$ cat config.mk
export PLATFORM = sky130hd
export DESIGN_NAME = rtc_step
export DESIGN_NICKNAME = d
export VERILOG_FILES = /design/src/rtc_pkg.sv /design/src/rtc_step.sv
export SDC_FILE = /design/constraint.sdc
export NUM_CORES = 1
export LEC_CHECK = 0
export BUFFER_PORTS_ARGS = -buffer_cell sky130_fd_sc_hd__buf_4
export CAP_MARGIN = 15
export CELL_PAD_IN_SITES_DETAIL_PLACEMENT = 0
export CELL_PAD_IN_SITES_GLOBAL_PLACEMENT = 1
export CORE_UTILIZATION = 36
export DETAILED_ROUTE_END_ITERATION = 16
export PLACE_DENSITY_LB_ADDON = 0.1
export SYNTH_ARGS = -nofsm -noshare
export SYNTH_HDL_FRONTEND = slang
export SYNTH_SLANG_ARGS = --single-unit
$ cat constraint.sdc
create_clock -name vclk -period 5.85
set_input_delay 0.2925 -clock vclk [all_inputs]
set_output_delay 0.2925 -clock vclk [all_outputs]
set_load 0.05 [all_outputs]
$ cat src/rtc_pkg.sv
// Shared types, codes and character classes for the route template checker.
// No dependencies.
`timescale 1ns / 1ps

package rtc_pkg;

  typedef enum logic [2:0] {
    PH_ROOT   = 3'd0,
    PH_SLASH  = 3'd1,
    PH_STATIC = 3'd2,
    PH_VOPEN  = 3'd3,
    PH_VBODY  = 3'd4
  } phase_e;

  typedef enum logic [2:0] {
    ROLE_SKIP       = 3'd0,
    ROLE_SLASH      = 3'd1,
    ROLE_STAT_FIRST = 3'd2,
    ROLE_STAT_CHAR  = 3'd3,
    ROLE_OPEN       = 3'd4,
    ROLE_VAR_CHAR   = 3'd5,
    ROLE_CLOSE      = 3'd6
  } role_e;

  typedef enum logic [2:0] {
    ERR_OK          = 3'd0,
    ERR_BRACE_MID   = 3'd1,
    ERR_STAT_AFTER  = 3'd2,
    ERR_BAD_STATIC  = 3'd3,
    ERR_BAD_VAR     = 3'd4,
    ERR_NO_CLOSE    = 3'd5
  } err_e;

  localparam logic [7:0] CH_SLASH = 8'h2F;
  localparam logic [7:0] CH_OPEN  = 8'h7B;
  localparam logic [7:0] CH_CLOSE = 8'h7D;

  typedef struct packed {
    phase_e phase;
    logic   var_seen;
    err_e   err;
  } state_t;

  // Result item as carried on the output stream, lowest field last here.
  typedef struct packed {
    logic       last;
    err_e       err;
    logic [7:0] char_out;
    role_e      role;
  } result_t;

  function automatic logic is_letter(input logic [7:0] c);
    return (c >= 8'h41 && c <= 8'h5A) || (c >= 8'h61 && c <= 8'h7A);
  endfunction

  function automatic logic is_letter_digit(input logic [7:0] c);
    return is_letter(c) || (c >= 8'h30 && c <= 8'h39);
  endfunction

endpackage

$ cat src/rtc_step.sv
// Per-character decode: next parser state, role and sticky error.
// Depends on rtc_pkg.
`timescale 1ns / 1ps

module rtc_step (
  input  rtc_pkg::state_t state_i,
  input  logic [7:0]      char_i,
  input  logic            last_i,
  output rtc_pkg::state_t state_o,
  output rtc_pkg::role_e  role_o
);

  rtc_pkg::phase_e phase_n;
  rtc_pkg::role_e  role_n;
  rtc_pkg::err_e   err_n;
  logic            var_n;

  always_comb begin
    phase_n = state_i.phase;
    role_n  = rtc_pkg::ROLE_SKIP;
    err_n   = rtc_pkg::ERR_OK;
    var_n   = state_i.var_seen;
    case (state_i.phase)
      rtc_pkg::PH_SLASH: begin
        if (char_i == rtc_pkg::CH_OPEN) begin
          role_n  = rtc_pkg::ROLE_OPEN;
          phase_n = rtc_pkg::PH_VOPEN;
          var_n   = 1'b1;
        end else if (state_i.var_seen) begin
          err_n = rtc_pkg::ERR_STAT_AFTER;
        end else if (rtc_pkg::is_letter(char_i)) begin
          role_n  = rtc_pkg::ROLE_STAT_FIRST;
          phase_n = rtc_pkg::PH_STATIC;
        end else begin
          err_n = rtc_pkg::ERR_BAD_STATIC;
        end
      end
      rtc_pkg::PH_STATIC: begin
        if (char_i == rtc_pkg::CH_SLASH) begin
          role_n  = rtc_pkg::ROLE_SLASH;
          phase_n = rtc_pkg::PH_SLASH;
        end else if (rtc_pkg::is_letter_digit(char_i)) begin
          role_n = rtc_pkg::ROLE_STAT_CHAR;
        end else begin
          err_n = rtc_pkg::ERR_BAD_STATIC;
        end
      end
      rtc_pkg::PH_VOPEN: begin
        if (rtc_pkg::is_letter(char_i)) begin
          role_n  = rtc_pkg::ROLE_VAR_CHAR;
          phase_n = rtc_pkg::PH_VBODY;
        end else begin
          err_n = rtc_pkg::ERR_BAD_VAR;
        end
      end
      rtc_pkg::PH_VBODY: begin
        if (char_i == rtc_pkg::CH_CLOSE) begin
          role_n  = rtc_pkg::ROLE_CLOSE;
          phase_n = rtc_pkg::PH_ROOT;
        end else if (rtc_pkg::is_letter_digit(char_i)) begin
          role_n = rtc_pkg::ROLE_VAR_CHAR;
        end else begin
          err_n = rtc_pkg::ERR_BAD_VAR;
        end
      end
      default: begin
        // root; also covers phase codes that never occur
        if (char_i == rtc_pkg::CH_SLASH) begin
          role_n  = rtc_pkg::ROLE_SLASH;
          phase_n = rtc_pkg::PH_SLASH;
        end else if (char_i == rtc_pkg::CH_OPEN) begin
          err_n = rtc_pkg::ERR_BRACE_MID;
        end
      end
    endcase
  end

  always_comb begin
    state_o = state_i;
    role_o  = rtc_pkg::ROLE_SKIP;
    // once an error is held, nothing moves until the path ends
    if (state_i.err == rtc_pkg::ERR_OK) begin
      state_o.phase    = phase_n;
      state_o.var_seen = var_n;
      if (err_n != rtc_pkg::ERR_OK) begin
        state_o.err = err_n;
      end else begin
        role_o = role_n;
        if (last_i && (phase_n == rtc_pkg::PH_VOPEN || phase_n == rtc_pkg::PH_VBODY)) begin
          state_o.err = rtc_pkg::ERR_NO_CLOSE;
        end
      end
    end
  end

endmodule

==> results of run 1 <==
[power by group through the flow]
stage	logic [W]	registers, W	clock network [W]
after detailed placement	0.0000573	0	0
after global placement	0.0000576	0	0
after floorplan	0.0000375	0	0
after global routing	0.0000625	0	0
after CTS	0.0000575	0	0
final	0.0000577	0	0
[path summary, 6_finish.rpt]
kind / startpoint / to / slack [ns] / cells past startpoint
max: char_i[7] / state_o[0] / 3.04 / 9
min: state_i[1] / state_o[1] / 0.95 / 3
[through the flow]
step	util	instance area (µm²)	setup slack, ns
floorplan	-	549	3.21
global placement	0.538	734	3.21
detailed placement	0.538	734	3.06
CTS	0.538	734	3.05
global route	0.538	734	2.85
finish	0.538	734	3.04
[layout make-up]
type / count / area [µm²]
well taps: 15 / 18.8
fillers: 150 / 632
repair buffers: 26 / 195
inverters: 3 / 11.3
multi-input cells: 78 / 509
[cells in the mapped netlist, types with 2 or more instances]
master	number	area, µm²
nand4b_1	2	17.5
o21ai_1	3	15.0
a221o_1	2	20.0
nor3_1	3	15.0
nand2_1	7	26.3
o21ai_0	4	20.0
inv_1	3	11.3
mux2_2	2	22.5
nor4_1	2	12.5
and2_1	2	12.5
nor3b_1	2	15.0
mux2i_1	2	20.0
and2b_2	2	17.5
nand2b_1	5	31.3
nand3_1	3	15.0
nor2_1	10	37.5
a21oi_1	6	30.0
[layer usage]
metal / vias up / wire (µm)
met5: - / 0
met4: 0 / 0
met3: 0 / 74
met2: 19 / 692
met1: 324 / 805
li1: 373 / -
[worst min-delay path: stages]
cell    delay, ns
buf_4        0.10
a21o_1       0.08
buf_4        0.18
[cell families (layout without fill, tap and decap cells)]
group	Yosys count	count (layout)	synth area share
buf+inv	6	29	0.0729
compound gates	28	28	0.371
xor+xnor	1	1	0.0159
simple gates	45	45	0.462
mux	4	4	0.0774
[layout by cell type (no fill, tap or decap), drive strengths merged]
master,n
nand2b,5
a2bb2oi,1
and2b,2
o211a,1
nor2,10
inv,3
a31o,1
or4,1
buf,26
o2111ai,1
nand2,7
and2,3
a21o,1
o22a,1
or2,1
nor2b,1
o311ai,2
a31oi,1
nor4,2
nor4bb,1
nand4b,2
nor3,3
mux2i,2
o21ai,7
a22oi,1
or3b,1
a221o,2
xor2,1
mux2,2
a21oi,6
nand3,3
or3,1
a21boi,1
nor3b,2
o21bai,1
o211ai,1
==> reports/results.tsv, run 1 <==
metric	value	unit
status	finished clean	
grt_util_met1	0.301	
io_pins	26	
rsz0062_at_grt	false	
cts_setup_buffers	0	
drt-wirelength-per-cell	12.9	µm
ys_seq_area_frac	0	
rows	13	
cp.buffers_inverters	2	
drc_errors	0	
path_class	primary input to primary output	
syn_area_per_cell	6.54	µm²
synth_nets	100	
die_x	41.1	µm
endpoint_kind	primary output	
clock_power_share	0	
final_antenna_net_count	0	
drive_gt1_frac	0.327	
drtPass1Iterations	4	
combPwrFrac	1.000	
period_needed	2.81	ns
grt_pass1_vias	594	
slowest_stage	nor4_1	
seq_power_share	0	
top_usage_layer	met2	
nets	125	
antennaDiodeCount	0	
min_path_type	primary input to primary output	
cp_common_cell	buf_4	
totalWireLength	1570	µm
synth_cell_types	41	
grt_pass1_wl	2490	µm
clockBufferCount	0	
slowest_delay	0.72	ns
finalSetupViolations	0	
power	0.0000577	W
p_leak	0.318	nW
timing.hold.ws	0.949	ns
vias_per_cell	5.87	
p_int	0.0000234	W
crit_path_start_kind	primary input	
first_iter_violations	22	
p_switching	0.0000343	W
vias	716	
gr-total-overflow	0	
synth_cells	84	
dpl.hpwl	1280	µm
required	5.56	ns
met2_usage	0.348	
synth_warnings	0	
core-area	1370	µm²
start_util	0.402	
powerDensity	78.6	nW/µm²
path_cells	buf_4 -> nand4b_1 -> nor4_1 -> o21bai_1 -> a31oi_1 -> nand2b_1 -> mux2i_1 -> a221o_1 -> buf_4	
grt_use_met3	0.00543	
tns	0	ns
cts_resized	0	
placedCellCount	122	
grtUsageTotal	0.208	
final.period_utilization	0.480	
worst_pin_slew	0.953	ns
antenna_found_initial	0	
crit_family	simple AND/OR/NAND/NOR gates	
die_y	41.1	µm
seq_cell_count	0	
ir_drop	40.1	µV
io_buffers	26	
final_cells	122	
final_max_slew_viol_count	0	
final-hold-violation-count	0	
path_max_fanout	6	
max_slew_margin	0.360	
grt_max_degree	12	
drv_cap	0	
switching_share	0.595	
hold_buffers	0	
ff_latch_area	0	µm²
dieArea	1690	µm²
area_growth	33.7	%
syn_area	549	µm²
fmax	356	MHz
crit_arrival	2.52	ns
finalWeightedCongestion	0.920	
(Power assumes the default switching activity.)
==> run 2: changes to the inputs <==
--- a/config.mk
+++ b/config.mk
@@ -9,7 +9,7 @@
 export CAP_MARGIN = 15
 export CELL_PAD_IN_SITES_DETAIL_PLACEMENT = 0
 export CELL_PAD_IN_SITES_GLOBAL_PLACEMENT = 1
-export CORE_UTILIZATION = 36
+export CORE_UTILIZATION = 33
 export DETAILED_ROUTE_END_ITERATION = 16
 export PLACE_DENSITY_LB_ADDON = 0.1
 export SYNTH_ARGS = -nofsm -noshare
==> constraint.sdc (replaced) <==
create_clock -name vclk -period 2.9
set_input_delay 0.145 -clock vclk [all_inputs]
set_output_delay 0.145 -clock vclk [all_outputs]
set_load 0.05 [all_outputs]
==> reports/results.tsv, run 2 (synthesis gave the netlist of run 1 again) <==
metric	value	unit	change
vias_per_cell	5.66		-3.5%
period_needed	2.38	ns	
hold_path_end	state_o[2]		
status	finished clean		
die_y	42.8	µm	+4.2%
drt-wirelength-per-cell	12.5	µm	-3.2%
antenna_found_initial	0		unchanged
cts_setup_buffers	0		unchanged
final_max_slew_viol_count	0		unchanged
path_max_fanout	6		unchanged
required	2.76	ns	-2.80 ns
path_class	primary input to primary output		
max_slew_margin	0.750		+0.390
slowest_stage	or4_1		
first_iter_violations	24		+9.1%
drtPass1Iterations	4		unchanged
dieArea	1830	µm²	+8.6%
most-common-layout-cells	buf_4 (28), nor2_1 (10), nand2_1 (7)		
gr-total-overflow	0		unchanged
totalWireLength	1560	µm	-0.83%
drc_errors	0		unchanged
drive_gt1_frac	0.339		+0.0123
finalWeightedCongestion	0.891		-3.2%
cts_resized	0		unchanged
final_cell_area	751	µm²	+2.2%
die_x	42.8	µm	+4.2%
cp_common_cell	buf_4		
whs_path_depth	3		unchanged
start_util	0.360		-0.0416
area_growth	36.7	%	
crit_arrival	2.24	ns	-0.28 ns
dpl.hpwl	1270	µm	-0.64%
hold_start	state_i[2]		
grt_pass1_wl	2560	µm	+2.8%
final.period_utilization	0.822		
vias	708		-1.1%
final_antenna_net_count	0		unchanged
path_cells	buf_4 -> or4_1 -> o22a_2 -> and2_4 -> o211a_1 -> nand2b_1 -> mux2i_1 -> a221o_1 -> buf_4		
ff_latch_area	0	µm²	unchanged
slowest_delay	0.52	ns	-0.20 ns
clockBufferCount	0		unchanged
final_common_cell	buf_4		
p_leak	0.329	nW	+3.4%
io_pins	26		unchanged
fillers	160		+6.7%
grt_max_degree	12		unchanged
powerDensity	156	nW/µm²	+98%
nets	127		+1.6%
ir_drop	80.4	µV	+100%
min_path_type	primary input to primary output		
rsz0062_at_grt	false		
core-area	1520	µm²	+12%
final-hold-violation-count	0		unchanged
io_buffers	26		unchanged
finalSetupViolations	0		unchanged
crit_path_start_kind	primary input		
placed_area	751	µm²	+2.2%
seq_cell_count	0		unchanged
hold_buffers	0		unchanged
grt_pass1_vias	612		+3.0%
endpoint_kind	primary output		
rows	14		+1
grtUsageTotal	0.167		-0.0408
worst_pin_slew	0.371	ns	-0.582 ns
drv_cap	0		unchanged
fmax	419	MHz	
tns	0	ns	unchanged
antennaDiodeCount	0		unchanged
## run 2: area by class of cell
cell class	instances	area (µm²)	area share
Timing Repair Buffer	28	210	0.280
Multi-Input combinational cell	78	509	0.678
Tap cell	16	20.0	0.0267
Inverter	3	11.3	0.0150
## run 2: report_power, final
group / internal, W / leakage, nW / switching, W
clock: 0 / 0 / 0
sequential: 0 / 0 / 0
combinational: 0.0000479 / 0.329 / 0.0000689
total: 0.0000479 / 0.329 / 0.0000689
## run 2: layer usage
metal	up-vias	share of wire	track usage
li1	370	-	-
met1	316	0.50	0.251
met2	22	0.44	0.279
met3	0	0.051	0.00426
met4	0	0	0
met5	-	0	0
## run 2: critical path: cells and delay by family
kind	cells	cell delay [ns]
AND/OR/NAND/NOR	3	0.86
AO/OA/AOI/OAI	3	0.72
buffers and inverters	2	0.32
multiplexers	1	0.20
## run 2: worst max path at each step
stage / startpoint / endpoint / slack (ns)
finish: char_i[2] / state_o[2] / 0.52
global route: char_i[2] / state_o[2] / 0.43
CTS: char_i[2] / state_o[2] / 0.53
detailed placement: char_i[2] / state_o[2] / 0.54
global placement: char_i[2] / state_o[2] / 0.55
floorplan: char_i[2] / state_o[5] / 0.55
## run 2: through the flow
| stage | hold WS, ns | setup WS, ns | power, W | cells | utilization |
|---|---|---|---|---|---|
| after detailed placement | 0.648 | 0.540 | 0.000116 | 125 | 0.493 |
| after CTS | 0.648 | 0.527 | 0.000117 | 125 | 0.493 |
| after floorplan | 0.543 | 0.551 | 0.0000757 | 84 | - |
| after global placement | 0.651 | 0.547 | 0.000117 | 125 | 0.493 |
| after global routing | 0.663 | 0.431 | 0.000126 | 125 | 0.493 |
| final | 0.648 | 0.516 | 0.000117 | 125 | 0.493 |
